### config.mk
export PLATFORM = sky130hd
export DESIGN_NAME = aft_lane
export DESIGN_NICKNAME = d
export VERILOG_FILES = /design/src/hw/rtl/aft_pkg.sv /design/src/hw/rtl/aft_lane.sv
export SDC_FILE = /design/constraint.sdc
export NUM_CORES = 2
export LEC_CHECK = 0
export BUFFER_PORTS_ARGS = -buffer_cell sky130_fd_sc_hd__buf_4
export CORE_UTILIZATION = 40
export DETAILED_ROUTE_END_ITERATION = 12
export GPL_TIMING_DRIVEN = 0
export PLACE_DENSITY = 0.55
export SLEW_MARGIN = 20
export SYNTH_ARGS = -nofsm -noshare
export SYNTH_HDL_FRONTEND = slang
export SYNTH_SLANG_ARGS = --single-unit
### constraint.sdc
create_clock -name i_clk -period 11.9 [get_ports i_clk]
set_input_delay 2.38 -clock i_clk [delete_from_list [all_inputs] [get_ports i_clk]]
set_output_delay 2.38 -clock i_clk [all_outputs]
set_load 0.05 [all_outputs]
### src/hw/rtl/aft_pkg.sv
// ============================================================================
// aft_pkg: shared types and constants for the ACES filmic tone mapper
// Pixel word structs, fixed-point widths and curve coefficients.
// ============================================================================
package aft_pkg;

    localparam int unsigned CH_W    = 16;  // Q8.8 channel
    localparam int unsigned OUT_W   = 13;  // Q1.12 result, 4096 = 1.0
    localparam int unsigned T_W     = 24;  // linear terms 251x+768, 243x+15104
    localparam int unsigned NUM_W   = 40;  // x*(251x+768)
    localparam int unsigned DEN_W   = 41;  // x*(243x+15104)+917504
    localparam int unsigned DIV_STG = 13;  // one quotient bit per stage
    localparam int unsigned LANE_LAT = 2 + DIV_STG;

    localparam logic [7:0]        C_NUM_A = 8'd251;
    localparam logic [9:0]        C_NUM_B = 10'd768;
    localparam logic [7:0]        C_DEN_A = 8'd243;
    localparam logic [13:0]       C_DEN_B = 14'd15104;
    localparam logic [DEN_W-1:0]  C_DEN_C = 41'd917504;
    localparam logic [OUT_W-1:0]  ONE_Q12 = 13'd4096;

    typedef struct packed {
        logic [CH_W-1:0] red_in;
        logic [CH_W-1:0] green_in;
        logic [CH_W-1:0] blue_in;
        logic [CH_W-1:0] alpha_in;
    } t_pix_in;

    typedef struct packed {
        logic [OUT_W-1:0] red_out;
        logic [OUT_W-1:0] green_out;
        logic [OUT_W-1:0] blue_out;
        logic [CH_W-1:0]  alpha_out;
    } t_pix_out;

endpackage

### src/hw/rtl/aft_lane.sv
// ============================================================================
// aft_lane: one color channel of the tone curve
// Polynomial terms, products, then a 13-stage restoring divider.
// ============================================================================
module aft_lane (
    input  logic                            i_clk,
    input  logic                            i_en,
    input  logic [aft_pkg::CH_W-1:0]        i_x,
    output logic [aft_pkg::OUT_W-1:0]       o_q
);

    localparam int unsigned NS = aft_pkg::DIV_STG;

    logic [aft_pkg::CH_W-1:0]  r_x;
    logic [aft_pkg::T_W-1:0]   r_tn, r_td;
    logic [aft_pkg::NUM_W-1:0] r_num;
    logic [aft_pkg::DEN_W-1:0] r_den0;

    logic [aft_pkg::DEN_W-1:0] r_rem [NS];
    logic [aft_pkg::DEN_W-1:0] r_den [NS];
    logic [aft_pkg::OUT_W-1:0] r_q   [NS];

    // stage 1: linear terms (constant multiplies)
    always_ff @(posedge i_clk) begin
        if (i_en) begin
            r_x  <= i_x;
            r_tn <= aft_pkg::T_W'(i_x) * aft_pkg::T_W'(aft_pkg::C_NUM_A)
                    + aft_pkg::T_W'(aft_pkg::C_NUM_B);
            r_td <= aft_pkg::T_W'(i_x) * aft_pkg::T_W'(aft_pkg::C_DEN_A)
                    + aft_pkg::T_W'(aft_pkg::C_DEN_B);
        end
    end

    // stage 2: numerator and denominator products
    always_ff @(posedge i_clk) begin
        if (i_en) begin
            r_num  <= aft_pkg::NUM_W'(r_x) * aft_pkg::NUM_W'(r_tn);
            r_den0 <= aft_pkg::DEN_W'(r_x) * aft_pkg::DEN_W'(r_td) + aft_pkg::C_DEN_C;
        end
    end

    // divide stages: remainder stays below den, so shifting keeps DEN_W+1 bits
    for (genvar k = 0; k < NS; k++) begin : g_div
        logic [aft_pkg::DEN_W:0]   w_a;
        logic [aft_pkg::DEN_W:0]   w_d;
        logic [aft_pkg::OUT_W-1:0] w_qp;
        logic [aft_pkg::DEN_W-1:0] w_dp;
        logic                      w_ge;

        if (k == 0) begin : g_first
            assign w_a  = (aft_pkg::DEN_W+1)'(r_num);
            assign w_qp = '0;
            assign w_dp = r_den0;
        end else begin : g_rest
            assign w_a  = {r_rem[k-1], 1'b0};
            assign w_qp = r_q[k-1];
            assign w_dp = r_den[k-1];
        end
        assign w_d  = {1'b0, w_dp};
        assign w_ge = (w_a >= w_d);

        always_ff @(posedge i_clk) begin
            if (i_en) begin
                r_rem[k] <= w_ge ? aft_pkg::DEN_W'(w_a - w_d) : aft_pkg::DEN_W'(w_a);
                r_den[k] <= w_dp;
                r_q[k]   <= {w_qp[aft_pkg::OUT_W-2:0], w_ge};
            end
        end
    end

    assign o_q = r_q[NS-1];

endmodule

After elaboration in Yosys (flattened, before gate mapping)
Memory sizes are Yosys's and may differ from the RTL's.
Index checks and enable logic that the tools add are counted.
W data, S select, Z words.

word-level totals
  register bits after elaboration = 145
  bits in writable memories = 1235
  memories = 3

operators by class
  add/subtract/negate cells = 16
  multiply operators = 4
  order comparisons = 13
  muxes and demuxes = 15

memories
  name   words  bits a word  read ports  clocked after memory_dff  wr ports  line            source
  r_den  13     41           12          0                         13        aft_lane.sv:20  logic [aft_pkg::DEN_W-1:0] r_den [NS];
  r_rem  13     41           12          0                         13        aft_lane.sv:19  logic [aft_pkg::DEN_W-1:0] r_rem [NS];
  r_q    13     13           13          0                         13        aft_lane.sv:21  logic [aft_pkg::OUT_W-1:0] r_q [NS];

operators by type and width
  operator                  count
  $mux W41                  13
  $ge A42 B41 Y1            12
  $sub A41 B41 Y41          12
  $mul A16 B24 Y40          2
  $mul A16 B8 Y24 const B   2
  $add A40 B20 Y41 const B  1
  $ge A40 B41 Y1            1
  $sub A40 B41 Y41          1
  $add A24 B10 Y24 const B  1
  $add A24 B14 Y24 const B  1
  $mux W1                   2

Logic depth before layout (Yosys ltp)
An unclocked memory read counts as a cell.

  depth after elaboration = 3
  gate-level depth with buffers = 27

Worst setup path after synthesis
OpenSTA, ideal clock, no wires.

  path type = reg2reg
  start = register r_x[1] in the netlist's numbering
  end = register r_num[38] in the netlist's numbering, data pin
  library setup time = 0.258 ns
  data arrival time = 6.481 ns
  required time = 11.642 ns
  setup slack = 5.161 ns
  cell stages (with the launch flop) = 23
  clock period less this slack = 6.739 ns
  path through = edfxtp_1 -> clkbuf_1 -> clkbuf_1 -> nand2_1 -> fa_1 -> fa_1 -> fa_1 -> fa_1 -> inv_1 -> fa_1 -> fa_1 -> ha_1 -> a2111o_1 -> a31oi_1 -> a211oi_1 -> a2111oi_1 -> o31ai_1 -> nor2_1 -> o31ai_1 -> a32o_1 -> a221o_1 -> a21oi_1 -> xnor2_1

between the ends
  cells in the longest elaborated chain, start to end = 1

ends and longest elaborated chain
  what                    line            source
  start, declared         aft_lane.sv:14  logic [aft_pkg::CH_W-1:0] r_x;
  start signal, assigned  aft_lane.sv:26  r_x <= i_x;
  $mul A16 B24 Y40        aft_lane.sv:37  r_num <= aft_pkg::NUM_W'(r_x) * aft_pkg::NUM_W'(r_tn);
  end signal, assigned    aft_lane.sv:37
  end, declared           aft_lane.sv:16  logic [aft_pkg::NUM_W-1:0] r_num;

Every way passes these cells.
A chain may end at the register's enable or synchronous reset.

Final worst setup path
  start = register r_x[3] in the netlist's numbering
  end = register r_num[36] in the netlist's numbering, data pin

Same word-level chain as after synthesis.

==> flow_summary.json <==
{
  "cp_cell_sequence": "clkbuf_1 -> clkbuf_1 -> and2_1 -> fa_1 -> fa_1 -> fa_1 -> inv_1 -> fa_1 -> inv_1 -> fa_1 -> fa_1 -> ha_1 -> a21o_1 -> nor4_1 -> a211oi_1 -> a2111oi_1 -> o31ai_1 -> nor2_1 -> o31ai_1 -> a31oi_1 -> o21bai_1 -> a21oi_1 -> xnor2_1",
  "yosys_warnings": 0,
  "num_cts_buffers": 148,
  "timing.final.crit_period_ns": 9.16,
  "synth_fa_ha_area_share_pct": 25.4,
  "critical_path.top_delay_family": "adder cells",
  "maxCapViolations": 0,
  "crit_path_max_fanout": 10,
  "firstDrtPassIters": 6,
  "dieHeight_microns": 502,
  "netlist_top_cells_count": "1548 x inv_1, 1213 x edfxtp_1, 862 x ha_1, 749 x nand2_1, 728 x fa_1",
  "globalRoute.totalOverflow": 0,
  "ys_types": 101,
  "area_growth_pct": 9.75,
  "die_width_microns": 502,
  "wirelength_mm": 273,
  "max_freq_mhz": 109,
  "unrepaired_setup_endpoints_after_global_routing": "no",
  "hold_ws_ns": 0.402,
  "synth-compound-area-share_pct": 12.2,
  "buffer_ports.inserted": 30,
  "yosys.area_share.simple_pct": 10.2,
  "post_synth_xor_area_fraction_pct": 4.75,
  "clock-skew-final_ns": 0.0708,
  "crit_path_largest_cell_delay_ns": 0.94,
  "clockBufferDepth": 3,
  "grt_pass1_wl_mm": 417,
  "area_taken_by_multi_input_logic_gates_sq_mm": 0.0564,
  "layout.area.seq_sq_mm": 0.0364,
  "layout.filler_cells": 23600,
  "via_count_of_the_first_global_routing_pass": 70000,
  "synth_top_flop_cell": "edfxtp_1",
  "combinational_family_with_the_most_area_after_synthesis": "adder cells",
  "drc_errors": 0,
  "cell_type_contributing_the_most_total_cell_area_after_synthesis": "edfxtp_1",
  "clockRootBuffer": "clkbuf_16",
  "insertion_delay_of_the_later_clocked_pin_in_the_worst_skew_pair_ns": 0.83,
  "cts-resized-gates": 0,
  "syn_nets": 11100,
  "worst_setup_path_start_kind": "flop",
  "worstPathRequired_ns": 12.40,
  "tritoncts_clock_tree": "done",
  "ys_seq_elements": 1213,
  "place.gp.congestion": 0.904,
  "synth.mux.area_fraction_pct": 3.95,
  "cell_total_after_placement": 12900,
  "cts_h_tree_depth": 4,
  "post-place-ws_ns": 2.99,
  "critPathArrivalTime_ns": 9.67,
  "synthMostInstantiatedCell": "inv_1",
  "finalHoldViolCount": 0,
  "vias_per_cell": 5.26,
  "totalNegativeSetupSlack_ns": 0,
  "syn_area_per_cell_sq_um": 10.5,
  "global_route.usage.total_pct": 21.7,
  "coreArea_sq_mm": 0.248,
  "drt.antenna.violating_nets": 0,
  "result_of_the_run": "completed",
  "relSlewSlack_pct": 21.5,
  "synthCells": 9497,
  "largest_net_degree_at_the_start_of_global_routing": 155,
  "synth_edf_count": 1213,
  "path_class": "flop to flop",
  "fp.dieArea_sq_mm": 0.252,
  "final-max-slew-violation-count": 0,
  "setup_viol": 0,
  "yosysTopAreaCellShare_pct": 36.5,
  "clk_transition_reported_paths_ns": 0.07,
  "share_of_the_cycle_needed_by_the_critical_path_after_routing_pct": 77.0,
  "clkSinkCount": 1213,
  "async_reset_ff_share_pct": 0,
  "critical-path-top-cell-by-count": "fa_1",
  "vias": 69200,
  "place_hpwl_mm": 221,
  "hp-class": "flop to flop",
  "initial_core_util_pct": 40.2,
  "design.portCount": 31,
  "netlist_area_sq_mm": 0.0998,
  "nNetsFinal": 11300,
  "detail_route.wl_per_cell_microns": 20.8,
  "worst-path-buf-inv": 4,
  "ys_seq_area_share_pct": 36.5,
  "worst_pin_slew_ns": 1.18,
  "timing.critical_path.slowest_stage_cell": "clkbuf_1",
  "share_of_final_layout_standard_cells_stronger_than_drive_strength_1_pct": 6.76,
  "crit_path_end_kind": "flop",
  "final.setup.worst_slack_ns": 2.74,
  "core.rowCount": 183,
  "cts_hold_buffers": 0,
  "drt_iter0_markers": 4655,
  "antenna_found_initial": 9,
  "synth.area.top_cells": "edfxtp_1 36%, fa_1 15%, ha_1 11%",
  "cts_setup_buffers": 0,
  "stdcell_count": 13100
}
[final cells by class]
class	instances	share of cell area [%]
multi-input combinational	6445	51.4
clock buffer	174	3.51
antenna	9	0.0206
inverter	1548	5.30
tap	3330	3.80
timing repair buffer	42	0.496
buffer	291	1.15
clock inverter	97	1.04
sequential	1213	33.2
[worst register-to-register path, stage by stage, from the launching register on]
cell and delay [ns]:
edfxtp_1 0.32, clkbuf_1 0.65, clkbuf_1 0.94, and2_1 0.27, fa_1 0.45, fa_1 0.46, fa_1 0.44, inv_1 0.08
fa_1 0.40, inv_1 0.09, fa_1 0.41, fa_1 0.56, ha_1 0.44, a21o_1 0.19, nor4_1 0.07, a211oi_1 0.42
a2111oi_1 0.20, o31ai_1 0.48, nor2_1 0.20, o31ai_1 0.80, a31oi_1 0.27, o21bai_1 0.20, a21oi_1 0.10, xnor2_1 0.42
[routing by layer]
metal	vias to the layer above	wire length, microns	global-route usage (%)
met4	4	8550	7.02
li1	32900	-	-
met3	386	11200	2.83
met1	34500	117000	27.5
met5	-	27	0
met2	1443	137000	38.2
[placed cells by master, fill, tap and decap left out, types with 261 or more instances in the layout]
cell type / count
inv_1: 1548
edfxtp_1: 1213
ha_1: 862
nand2_1: 749
fa_1: 728
a21oi_1: 650
xnor2_1: 370
nor2_1: 370
a21o_1: 338
and2_1: 332
o21ai_0: 312
clkbuf_1: 261
[state kept, by name, indices dropped and copies added (netlist names)]
register and flops:
r_num 40, r_td 21, g_div.w_dp 38, r_q 91, r_x 16, r_den 492
r_rem 492, r_tn 23
[per-stage QoR]
| stage | utilization (%) | instance area (sq um) |
|---|---|---|
| 3_3_place_gp | 42.0 | 104000 |
| 2_1_floorplan | - | 99800 |
| 6_report | 44.1 | 110000 |
| 4_1_cts | 44.1 | 110000 |
| 3_5_place_dp | 42.1 | 105000 |
| 5_1_grt | 44.1 | 110000 |
[path summary, 6_finish.rpt]
path                                            from                    to  slack [ns]  cells past startpoint
worst min-delay path            r_q[0][56]$_DFFE_PP_  r_q[0][70]$_DFFE_PP_        0.40                      0
worst max-delay path                r_x[3]$_DFFE_PP_   r_num[36]$_DFFE_PP_        2.74                     23
worst max register to register      r_x[3]$_DFFE_PP_   r_num[36]$_DFFE_PP_        2.74                     23
worst min register to register  r_q[0][56]$_DFFE_PP_  r_q[0][70]$_DFFE_PP_        0.40                      0
[cell families (layout without fill, tap and decap cells)]
logic type               count (synthesis)  in the layout
buffers and inverters                 1839           2152
other                                    0              9
AND/OR/NAND/NOR                       2082           2082
AO/OA/AOI/OAI                         1893           1893
multiplexers                           339            339
flip-flops                            1213           1213
adder cells (fa/ha/maj)               1590           1590
XOR/XNOR                               541            541
Power is not shown: default switching activity piles up to over one toggle a cycle in this logic, so the estimate is an artifact.
